--- src/rtl/core/skvt_pkg.sv ---
// ----------------------------------------------------------------------------
// skvt_pkg
// Shared codes and controller/datapath interface types of the sorted table.
// ----------------------------------------------------------------------------
`default_nettype none

package skvt_pkg;

    typedef enum logic [1:0] {
        KIND_INSERT = 2'd0,
        KIND_ERASE  = 2'd1,
        KIND_LOOKUP = 2'd2,
        KIND_UPDATE = 2'd3
    } kind_t;

    typedef enum logic [1:0] {
        STATUS_OK     = 2'd0,
        STATUS_EXISTS = 2'd1,
        STATUS_ABSENT = 2'd2,
        STATUS_FULL   = 2'd3
    } status_t;

    // table change that an operation makes once the search is done
    typedef enum logic [1:0] {
        ACT_NONE   = 2'd0,
        ACT_INSERT = 2'd1,
        ACT_ERASE  = 2'd2,
        ACT_UPDATE = 2'd3
    } act_t;

    typedef enum logic [3:0] {
        ST_IDLE,
        ST_SEARCH,
        ST_NARROW,
        ST_CHECK,
        ST_MOVE,
        ST_SHIFT_WR,
        ST_COMMIT,
        ST_REPLY
    } state_t;

    typedef struct packed {
        logic load;
        logic rd_mid;
        logic narrow;
        logic rd_pos;
        logic check;
        logic shift_rd;
        logic shift_wr;
        logic commit;
        logic reply;
    } cmd_t;

    typedef struct packed {
        logic search_open;
        logic shift_more;
        act_t act;
    } sts_t;

endpackage

`default_nettype wire

--- src/rtl/core/skvt_ctrl.sv ---
// ----------------------------------------------------------------------------
// skvt_ctrl
// Sequencer for search, shift and commit of one table operation at a time.
// ----------------------------------------------------------------------------
`default_nettype none

module skvt_ctrl (
    input  wire logic           clk,
    input  wire logic           rst_n,
    input  wire logic           in_valid,
    output logic                in_ready,
    output logic                out_valid,
    input  wire logic           out_ready,
    input  wire skvt_pkg::sts_t sts,
    output skvt_pkg::cmd_t      cmd
);

    skvt_pkg::state_t state_reg;
    skvt_pkg::state_t state_next;
    logic             out_valid_reg;
    logic             out_valid_next;
    logic             out_free;

    assign out_free = !out_valid_reg || out_ready;

    always_comb
    begin
        state_next = state_reg;
        case (state_reg)
            skvt_pkg::ST_IDLE:
            begin
                if (in_valid)
                begin
                    state_next = skvt_pkg::ST_SEARCH;
                end
            end
            skvt_pkg::ST_SEARCH:
            begin
                if (sts.search_open)
                begin
                    state_next = skvt_pkg::ST_NARROW;
                end
                else
                begin
                    state_next = skvt_pkg::ST_CHECK;
                end
            end
            skvt_pkg::ST_NARROW:
            begin
                state_next = skvt_pkg::ST_SEARCH;
            end
            skvt_pkg::ST_CHECK:
            begin
                case (sts.act)
                    skvt_pkg::ACT_INSERT: state_next = skvt_pkg::ST_MOVE;
                    skvt_pkg::ACT_ERASE:  state_next = skvt_pkg::ST_MOVE;
                    skvt_pkg::ACT_UPDATE: state_next = skvt_pkg::ST_COMMIT;
                    default:              state_next = skvt_pkg::ST_REPLY;
                endcase
            end
            skvt_pkg::ST_MOVE:
            begin
                if (sts.shift_more)
                begin
                    state_next = skvt_pkg::ST_SHIFT_WR;
                end
                else
                begin
                    state_next = skvt_pkg::ST_COMMIT;
                end
            end
            skvt_pkg::ST_SHIFT_WR:
            begin
                state_next = skvt_pkg::ST_MOVE;
            end
            skvt_pkg::ST_COMMIT:
            begin
                state_next = skvt_pkg::ST_REPLY;
            end
            skvt_pkg::ST_REPLY:
            begin
                if (out_free)
                begin
                    state_next = skvt_pkg::ST_IDLE;
                end
            end
            default:
            begin
                state_next = skvt_pkg::ST_IDLE;
            end
        endcase
    end

    always_comb
    begin
        cmd      = '0;
        in_ready = 1'b0;
        case (state_reg)
            skvt_pkg::ST_IDLE:
            begin
                in_ready = 1'b1;
                cmd.load = in_valid;
            end
            skvt_pkg::ST_SEARCH:
            begin
                cmd.rd_mid = sts.search_open;
                cmd.rd_pos = !sts.search_open;
            end
            skvt_pkg::ST_NARROW:   cmd.narrow   = 1'b1;
            skvt_pkg::ST_CHECK:    cmd.check    = 1'b1;
            skvt_pkg::ST_MOVE:     cmd.shift_rd = sts.shift_more;
            skvt_pkg::ST_SHIFT_WR: cmd.shift_wr = 1'b1;
            skvt_pkg::ST_COMMIT:   cmd.commit   = 1'b1;
            skvt_pkg::ST_REPLY:    cmd.reply    = out_free;
            default:
            begin
                cmd = '0;
            end
        endcase
    end

    always_comb
    begin
        out_valid_next = out_valid_reg;
        if (cmd.reply)
        begin
            out_valid_next = 1'b1;
        end
        else if (out_ready)
        begin
            out_valid_next = 1'b0;
        end
    end

    always_ff @(posedge clk or negedge rst_n)
    begin
        if (!rst_n)
        begin
            state_reg     <= skvt_pkg::ST_IDLE;
            out_valid_reg <= 1'b0;
        end
        else
        begin
            state_reg     <= state_next;
            out_valid_reg <= out_valid_next;
        end
    end

    assign out_valid = out_valid_reg;

endmodule

`default_nettype wire

--- config.mk ---
export PLATFORM = sky130hd
export DESIGN_NAME = skvt_ctrl
export DESIGN_NICKNAME = d
export VERILOG_FILES = /design/src/rtl/core/skvt_pkg.sv /design/src/rtl/core/skvt_ctrl.sv
export SDC_FILE = /design/constraint.sdc
export NUM_CORES = 1
export LEC_CHECK = 0
export BUFFER_PORTS_ARGS = -buffer_cell sky130_fd_sc_hd__buf_4
export CAP_MARGIN = 25
export CORE_AREA = 2 2 39 41
export CTS_CLUSTER_SIZE = 10
export DETAILED_ROUTE_END_ITERATION = 7
export DIE_AREA = 0 0 41 43
export SLEW_MARGIN = 25
export SYNTH_ARGS = -nofsm -noshare
export SYNTH_HDL_FRONTEND = slang
export SYNTH_SLANG_ARGS = --single-unit
--- constraint.sdc ---
create_clock -name clk -period 2.07 [get_ports clk]
set_clock_uncertainty 0.2 [all_clocks]
set_input_delay 0.3105 -clock clk [delete_from_list [all_inputs] [get_ports clk]]
set_output_delay 0.3105 -clock clk [all_outputs]
set_load 0.01 [all_outputs]
# Word level (Yosys, flattened, before mapping)
# Index checks and enable logic that the tools add are counted.
# word_totals
output_inout_bits	11
reg_bits	5
# op_classes
n_eq_ne	12
reduce_logical	7
muxes	18
# ops
op	n
$pmux 4 s8	1
$eq 4x3->1 const B	4
$mux 1	13
$eq 4x2->1 const B	2
$mux 4	2
$eq 2x2->1 const B	2
$eq 4x1->1 const B	1
$logic_not 4->1	1
$ne 2x2->1 const B	2
$pmux 2 s2	1
$eq 2x1->1 const B	1
$logic_not 1->1	2
$mux 2	1
$reduce_and 2->1	1
$reduce_bool 2->1	1
$reduce_or 2->1	1
$logic_or 1x1->1	1

# Depth between registers and ports, before layout
# Gate-level depths: netlist (run 1).
# logic_depth
ltp_word	4
mapped_depth	4
depth_no_buf	4

# Least setup slack after synthesis (run 1)
# Ideal clock, no wire load.
# synth_timing
path_kind	register to output
start	reg state_reg[1]
end	out cmd[8] (netlist name)
path_stages_with_launch	4
arrival_ps	930
required_time_ps	1559
path_slack_ps	629
cell_sequence	dfrtp_1 > buf_6 > nor3_2 > and2_1
# synth_rtl
element	line_no	rtl
from (decl)	skvt_ctrl.sv:18	skvt_pkg::state_t state_reg;
from (signal assigned)	skvt_ctrl.sv:139	state_reg <= skvt_pkg::ST_IDLE;
from (signal assigned)	skvt_ctrl.sv:144	state_reg <= state_next;
to (decl)	skvt_ctrl.sv:15	output skvt_pkg::cmd_t cmd

==> out/qor.yml, run 1 <==
place:
  dpl.hpwl_um: 566
  place.gp.congestion: 0.710
  portBuffers: 18
clocking:
  clk_pin_slew_worst_paths_ns: 0.04
  cts_htree_levels: 1
  cts.sinks: 4
  clockRootBuffer: "clkbuf_4"
  cts_buffers: 3
  insertion_delay_ns: 0.24
  clock_path_buffers: 2
  cts_tree: "built"
pwr:
  p_leak_nw: 0.249
  total_power_w: 0.000689
  peakVddDrop_mv: 0.586
  powerDensity_mw_per_mm2: 1370
global_routing:
  first_global_vias: 324
  grt_max_degree: 13
  grt_use_total_pct: 11.4
  grt_pass1_wl_um: 1280
  antenna_found_initial: 0
  grt_overflow_total: 0
timing:
  rsz0062_at_grt: "false"
  fin_crit_sh_pct: 86.1
  worst_pin_slew_ns: 0.449
  drv_slew: 0
  fmax_mhz: 561
  slew_headroom_pct: 70.1
  setup_tns_ns: 0
  hold_violations: 0
  setup_viol: 0
  period_needed_ns: 1.78
drt:
  vias: 333
  firstDrtPassIters: 4
  met2_length_um: 384
  drc: 0
  routed_via_density: 4.44
  wl_met1_um: 314
  drt-wirelength-per-cell_um: 9.85
  ant_nets: 0
  dr.first_iter.drc_count: 4
  top_layer: "met3"
  wirelength_um: 739
  wl_met3_um: 41
yosys:
  yosys.area.top_type: "dfrtp_1"
  synth_area_per_cell_um2: 8.70
  synth.top_cell.area_share_pct: 28.1
  synthArstFlopShare_pct: 100
  ys_ff_latch: 4
  ys.flop_type: "dfrtp_1"
  synth_warnings: 0
  syn_nets: 50
  synthTopCellsByCount: "dfrtp_1 (4), buf_6 (3), nand2b_1 (3), nor2_1 (3), nor3_1 (3)"
  yosysMostFrequentCell: "dfrtp_1"
  yosys-top-cells-area: "dfrtp_1 (28%), buf_6 (9.5%), nand2b_1 (5.3%)"
  synth-edff-count: 0
  syn-cell-area_um2: 357
  syn_inst: 41
  ys_types: 24
  synth-seq-area-share_pct: 28.1
worst_setup_path:
  crit_type: "reg2out"
  cp.required_ns: 1.56
  cp.arrival_ns: 1.27
  rrSetupSlack_ns: 0.52
  worst_setup_path_start_kind: "flop"
  worstPathMaxFanout: 12
  worst_setup_path_end_kind: "output pin"
die:
  num_io_pins: 19
  die_h_um: 43
  coreArea_mm2: 0.00138
  num_rows: 14
  fp.dieW_um: 41
  dieArea_mm2: 0.00176
  start_util_pct: 25.8
layout:
  drive_gt1_share_pct: 54.2
  diodes: 0
  num-fill-cells: 148
  final_nets: 70
  syn_to_final_growth_pct: 41.1
  largest_reg_flops: 3
flow_run:
  max_cap_violations: 0
outcome:
  status: "completed"
hold_path:
  hold_path.class: "in2async"
==> where the power goes <==
part	leakage, nW	switching [W]	total [W]	internal [W]
registers	0.0474	0.000108	0.000224	0.000117
clock network	0.0138	0.0000337	0.0000986	0.0000650
logic	0.188	0.000173	0.000366	0.000193
total	0.249	0.000314	0.000689	0.000375
==> metal layers <==
layer | vias up | track usage [%]
li1 | 172 | -
met3 | 0 | 3.14
met2 | 12 | 14.4
met1 | 149 | 14.0
met4 | 0 | 12.0
met5 | - | 0
==> layout make-up <==
| type | instances | area [um2] | area share, % |
|---|---|---|---|
| Clock buffer | 3 | 22.5 | 4.48 |
| Sequential cell | 4 | 100 | 19.9 |
| Inverter | 4 | 15.0 | 2.99 |
| Tap cell | 16 | 20.0 | 3.98 |
| Timing Repair Buffer | 19 | 145 | 28.9 |
| Multi-Input combinational cell | 29 | 200 | 39.8 |
==> final timing paths <==
kind	cells past startpoint	end	from
max	3	cmd[1]	state_reg[2]$_DFFE_PN0P_
min	2	state_reg[0]$_DFFE_PN0P_	rst_n
max reg2reg	3	state_reg[0]$_DFFE_PN0P_	state_reg[2]$_DFFE_PN0P_
min reg2reg	2	out_valid$_DFFE_PN0P_	out_valid$_DFFE_PN0P_
max in group asynchronous	2	state_reg[1]$_DFFE_PN0P_	rst_n
min in group clk	4	state_reg[0]$_DFFE_PN0P_	sts[3]
==> metrics by stage <==
step	area, um2	worst slack [ns]	std cells	hold slack, ns	utilization [%]
floorplan	357	0.629	41	-0.185	-
global placement	470	0.490	71	-0.0927	34.0
detailed placement	470	0.529	71	-0.0914	34.0
CTS	503	0.281	75	0.198	36.3
global route	503	0.179	75	0.216	36.3
finish	503	0.287	75	0.205	36.3
==> layout by cell type, fill, tap and decap left out, drive strengths merged <==
cell type	n
o21ai	2
nand3	1
ha	1
a21oi	3
nor3b	1
and2	1
clkbuf	3
dfrtp	4
dlygate4sd3	1
and2b	1
nor3	4
a22oi	1
a311oi	1
nor2	4
nand2	4
mux2	1
o22ai	1
nand2b	3
buf	18
inv	4
==> logic make-up (layout without fill, tap and decap cells) <==
kind of cell / Yosys count / in the layout / share of synthesized area [%]
mux: 1 / 1 / 3.16
buf+inv: 8 / 26 / 15.8
fa+ha+maj: 1 / 1 / 3.51
simple gates: 19 / 19 / 33.3
compound gates: 8 / 8 / 16.1
flops: 4 / 4 / 28.1
==> worst max-delay path, cell delays in order (launching register included) <==
cell	delay [ns]
dfrtp_1	0.61
inv_2	0.12
nor3_1	0.15
buf_4	0.15
==> timing repair <==
item	in CTS	in global routing
hold buffers	1	0
endpoints found under the hold margin	4	0
resized for setup	0	0
buffers inserted	0	0
Note: power is estimated with default switching activity, not from simulation.
==> inputs of run 2 (changes only) <==
SETUP_SLACK_MARGIN = 0.5   (was not set)
==> out/qor.yml, run 2 (synthesis results as in run 1) <==
die:
  start_util_pct: 25.8  # unchanged
  fp.dieW_um: 41  # unchanged
  dieArea_mm2: 0.00176  # unchanged
  num_io_pins: 19  # unchanged
  coreArea_mm2: 0.00138  # unchanged
  die_h_um: 43  # unchanged
  num_rows: 14  # unchanged
global_routing:
  grt_overflow_total: 0  # unchanged
  busiest_layer: "met2"
  use_met3_pct: 3.14  # unchanged
  grt_use_total_pct: 13.4  # +2.0 points
  grt_use_met1_pct: 15.6  # +1.6 points
  antenna_found_initial: 0  # unchanged
  grt_pass1_wl_um: 1530  # +19%
  grt_max_degree: 11  # -2
  first_global_vias: 365  # +13%
  grt_use_met2_pct: 19.1  # +4.7 points
layout:
  drive_gt1_share_pct: 69.6  # +15 points
  diodes: 0  # unchanged
  final_cell_mix: "buf_4 (24), nor2_1 (3), nor3_2 (3), clkbuf_4 (3), dfrtp_2 (3)"
  syn_to_final_growth_pct: 71.2
  design_area_um2: 611  # +21%
  final_common_cell: "buf_4"
  final_nets: 80  # +14%
  largest_reg_flops: 3  # unchanged
  finalNonFillerCells: 85  # +13%
pwr:
  powerDensity_mw_per_mm2: 1480  # +8.2%
  peakVddDrop_mv: 0.545  # -7.1%
  p_leak_nw: 0.306  # +23%
  total_power_w: 0.000905  # +31%
clocking:
  cts_buffers: 3  # unchanged
  insertion_delay_ns: 0.24  # about the same
  cts.sinks: 4  # unchanged
  clk_pin_slew_worst_paths_ns: 0.04  # about the same
  cts_tree: "built"
  clock_path_buffers: 2  # unchanged
  cts_htree_levels: 1  # unchanged
  clockRootBuffer: "clkbuf_4"
place:
  dpl.hpwl_um: 566  # unchanged
  place.gp.congestion: 0.710  # unchanged
  placed_area_um2: 470  # unchanged
  place_worst_setup_slack_ns: 0.529  # unchanged
  portBuffers: 18  # unchanged
  placedCellCount: 71  # unchanged
drt:
  firstDrtPassIters: 3  # -1
  drc: 0  # unchanged
  dr.first_iter.drc_count: 3  # -1
  routed_via_density: 4.42  # -0.37%
  vias: 376  # +13%
  drt-wirelength-per-cell_um: 11.0  # +12%
  wirelength_um: 938  # +27%
  ant_nets: 0  # unchanged
timing:
  rsz0062_at_grt: "true"
  fin_crit_sh_pct: 80.3  # -5.8 points
  hold_violations: 0  # unchanged
  worst_pin_slew_ns: 0.199  # -0.250 ns
  slew_headroom_pct: 86.8  # +17 points
  setup_tns_ns: 0  # unchanged
  setup_viol: 0  # unchanged
  period_needed_ns: 1.66  # -0.120 ns
  setup_ws_ns: 0.407  # +0.120 ns
  fmax_mhz: 601  # +7.2%
  drv_slew: 0  # unchanged
worst_setup_path:
  crit_chain: "buf_12 > nor3_2 > and2_1 > buf_4"
  critPathBufInv: 2  # unchanged
  critical_path.top_delay_family: "flip-flops"
  crit_type: "reg2out"
  worst_setup_path_end_kind: "output pin"
  cp.required_ns: 1.56  # about the same
  cp.arrival_ns: 1.15  # -0.12 ns
  crit_path_max_incr_delay_ns: 0.41  # -0.20 ns
  worst_setup_path_start_kind: "flop"
  worstPathMaxFanout: 5  # -7
  crit_slowest_cell: "dfrtp_2"
hold_path:
  hold_path.class: "in2async"
outcome:
  status: "completed"
flow_run:
  max_cap_violations: 0  # unchanged
## run 2: cell count changes in the layout (fill, tap and decap cells not counted), sizes merged
cell / before / now
buf: 18 / 28
## run 2: worst paths after layout
check / from / to / slack, ns / depth (start not counted)
setup / recovery: state_reg[2]$_DFFE_PN0P_ / cmd[8] / 0.41 / 4
hold / removal: rst_n / state_reg[0]$_DFFE_PN0P_ / 0.21 / 2
setup reg to reg: state_reg[2]$_DFFE_PN0P_ / state_reg[0]$_DFFE_PN0P_ / 0.51 / 5
hold reg to reg: state_reg[0]$_DFFE_PN0P_ / state_reg[2]$_DFFE_PN0P_ / 0.46 / 2
max in group asynchronous: rst_n / state_reg[1]$_DFFE_PN0P_ / 1.35 / 2
min in group clk: sts[3] / state_reg[0]$_DFFE_PN0P_ / 0.22 / 4
## run 2: final cells by class
type | count | area [um2]
sequential | 4 | 104
tap | 16 | 20.0
multi-input combinational | 29 | 218
inverter | 4 | 15.0
timing repair buffer | 29 | 231
clock buffer | 3 | 22.5
fill | 136 | 773
## run 2: timing repair
item / in CTS / in global routing
hold buffers: 1 / 0
pin swaps: 3 / 1
resized for setup: 4 / 4
setup buffers: 7 / 3
endpoints found under the hold margin: 4 / 0
endpoints found under the setup margin: 10 / 10
## run 2: worst reg2reg max path, delay by kind of cell, from the launching register on
kind / cells / cell delay [ns]
buffers and inverters: 2 / 0.30
AO/OA/AOI/OAI: 2 / 0.22
multiplexers: 1 / 0.30
flip-flops: 1 / 0.41
## run 2: power by group
| group | internal [W] | total, W | switching [W] |
|---|---|---|---|
| Combinational | 0.000341 | 0.000623 | 0.000282 |
| Sequential | 0.000124 | 0.000184 | 0.0000593 |
| Clock | 0.0000649 | 0.0000980 | 0.0000330 |
## run 2: layer usage
layer  vias to the layer above  part of all wire, %
li1                        195                    -
met1                       173                   38
met2                         8                   59
met3                         0                  3.5
met4                         0                    0
met5                         -                    0
## run 2: per-stage QoR
step	utilization (%)	hold WS (ns)
floorplan	-	-0.185
global placement	34.0	-0.0927
detailed placement	34.0	-0.0914
CTS	40.6	0.198
global route	44.1	0.216
finish	44.1	0.206
==> inputs of run 3 (changes only) <==
clock period = 1.57 ns   (was 2.07 ns; I/O delays follow)
==> out/qor.yml, run 3 (synthesis results as in run 1) <==
global_routing:
  first_global_vias: 437  # +20%
  grt_use_total_pct: 15.4  # +2.0 points
  antenna_found_initial: 0  # unchanged
  grt_max_degree: 8  # -3
  grt_pass1_wl_um: 1780  # +16%
  grt_overflow_total: 0  # unchanged
worst_setup_path:
  worstPathMaxFanout: 5  # unchanged
  crit_chain: "inv_2 > nand2_4 > nor3b_4 > buf_4"
  worst_setup_path_end_kind: "output pin"
  cp.arrival_ns: 1.20  # +0.05 ns
  critPathBufInv: 2  # unchanged
  crit_type: "reg2out"
  worst_setup_path_start_kind: "flop"
  crit_slowest_cell: "dfrtp_2"
  rrSetupSlack_ns: 0.02  # -0.49 ns
  cp.required_ns: 1.13  # -0.43 ns
  critical_path.top_delay_family: "flip-flops"
  crit_path_max_incr_delay_ns: 0.45  # +0.04 ns
pwr:
  p_leak_nw: 0.364  # +19%
  total_power_w: 0.00158  # +74%
  peakVddDrop_mv: 0.927  # +70%
  powerDensity_mw_per_mm2: 2070  # +40%
die:
  coreArea_mm2: 0.00138  # unchanged
  dieArea_mm2: 0.00176  # unchanged
  start_util_pct: 25.8  # unchanged
  die_h_um: 43  # unchanged
  num_rows: 14  # unchanged
  fp.dieW_um: 41  # unchanged
  num_io_pins: 19  # unchanged
clocking:
  clk_pin_slew_worst_paths_ns: 0.04  # about the same
  insertion_delay_ns: 0.23  # about the same
  cts.sinks: 4  # unchanged
  clockRootBuffer: "clkbuf_4"
  cts_htree_levels: 1  # unchanged
  clock_path_buffers: 2  # unchanged
  cts_buffers: 3  # unchanged
  cts_tree: "built"
drt:
  drt-wirelength-per-cell_um: 11.9  # +8.0%
  firstDrtPassIters: 4  # +1
  dr.first_iter.drc_count: 4  # +1
  drc: 0  # unchanged
  ant_nets: 0  # unchanged
  wirelength_um: 1110  # +18%
  routed_via_density: 4.55  # +2.8%
  vias: 423  # +13%
timing:
  setup_viol: 5  # +5
  fmax_mhz: 612
  period_needed_ns: 1.63
  slew_headroom_pct: 84.8  # -1.9 points
  drv_slew: 0  # unchanged
  hold_ws_ns: 0.135  # -0.0711 ns
  rsz0062_at_grt: "true"
  fin_crit_sh_pct: 104
  worst_pin_slew_ns: 0.228  # +0.0292 ns
  hold_violations: 0  # unchanged
  setup_ws_ns: -0.0647  # -0.472 ns
layout:
  final_cell_mix: "buf_4 (23), buf_6 (13)"
  drive_gt1_share_pct: 80.5  # +11 points
  diodes: 0  # unchanged
  largest_reg_flops: 3  # unchanged
  final_common_cell: "buf_4"
  register_area_um2: 104  # unchanged
  final_nets: 88  # +10%
  num-fill-cells: 113  # -17%
  multi_input_area_um2: 267  # +22%
  syn_to_final_growth_pct: 114
  design_area_um2: 762  # +25%
flow_run:
  max_cap_violations: 0  # unchanged
place:
  portBuffers: 18  # unchanged
  place.gp.congestion: 0.739  # +4.1%
  placed_area_um2: 523  # +11%
  dpl.hpwl_um: 596  # +5.2%
outcome:
  violations: "setup timing"
  status: "finished, violations left"
hold_path:
  hold_path.class: "in2async"
-- run 3: cell count changes in the layout (fill, tap and decap cells not counted), moves of 2 or more --
cell	delta
buf_6	+12
nor2_1	-2
nor2_4	+2
nand2_1	-2
buf_2	-2
-- run 3: worst paths after layout --
kind | startpoint | to | cells after the start
max | state_reg[1]$_DFFE_PN0P_ | cmd[7] | 4
min | rst_n | state_reg[1]$_DFFE_PN0P_ | 2
max reg2reg | state_reg[2]$_DFFE_PN0P_ | state_reg[0]$_DFFE_PN0P_ | 4
min reg2reg | out_valid$_DFFE_PN0P_ | out_valid$_DFFE_PN0P_ | 2
max in group asynchronous | rst_n | state_reg[2]$_DFFE_PN0P_ | 2
min in group clk | sts[3] | state_reg[0]$_DFFE_PN0P_ | 4
-- run 3: power breakdown --
part | total (W) | leakage (nW) | internal [W] | switching (W)
registers | 0.000280 | 0.0446 | 0.000164 | 0.000116
clock network | 0.000125 | 0.0138 | 0.0000853 | 0.0000396
logic | 0.00117 | 0.305 | 0.000667 | 0.000504
total | 0.00158 | 0.364 | 0.000917 | 0.000660
-- run 3: area by class of cell --
class | count | area share (%)
repair buffers | 37 | 43.2
multi-input cells | 29 | 35.0
flip-flops and latches | 4 | 13.6
clock buffers | 3 | 2.96
inverters | 4 | 2.63
well taps | 16 | 2.63
-- run 3: worst reg2reg max path: stages (launching register included) --
cell     delay (ns)
dfrtp_2        0.48
buf_6          0.15
mux2_1         0.30
o21ai_1        0.17
a22oi_1        0.11
-- run 3: per-layer routing --
metal  vias up  GRT usage [%]  wire length [um]
li1        210              -                 -
met1       196           16.9               440
met2        15           24.1               592
met3         2           6.81                50
met4         0           7.33                25
met5         -              0                 0
-- run 3: through the flow --
| stage | setup TNS [ns] | setup slack, ns | instances | util, % |
|---|---|---|---|---|
| after floorplan | 0 | 0.257 | 41 | - |
| after global placement | 0 | 0.0949 | 74 | 37.8 |
| after detailed placement | 0 | 0.0804 | 74 | 37.8 |
| after CTS | -0.121 | -0.0317 | 90 | 52.4 |
| after global routing | -0.565 | -0.0913 | 93 | 55.1 |
| final | -0.154 | -0.0647 | 93 | 55.1 |
-- run 3: repair_timing --
item	CTS	global route
buffers inserted	12	3
gates resized for setup	22	4
gates cloned	0	0
hold buffers	1	0
pin swaps	7	4
hold endpoints to repair	4	0
endpoints found under the setup margin	14	15
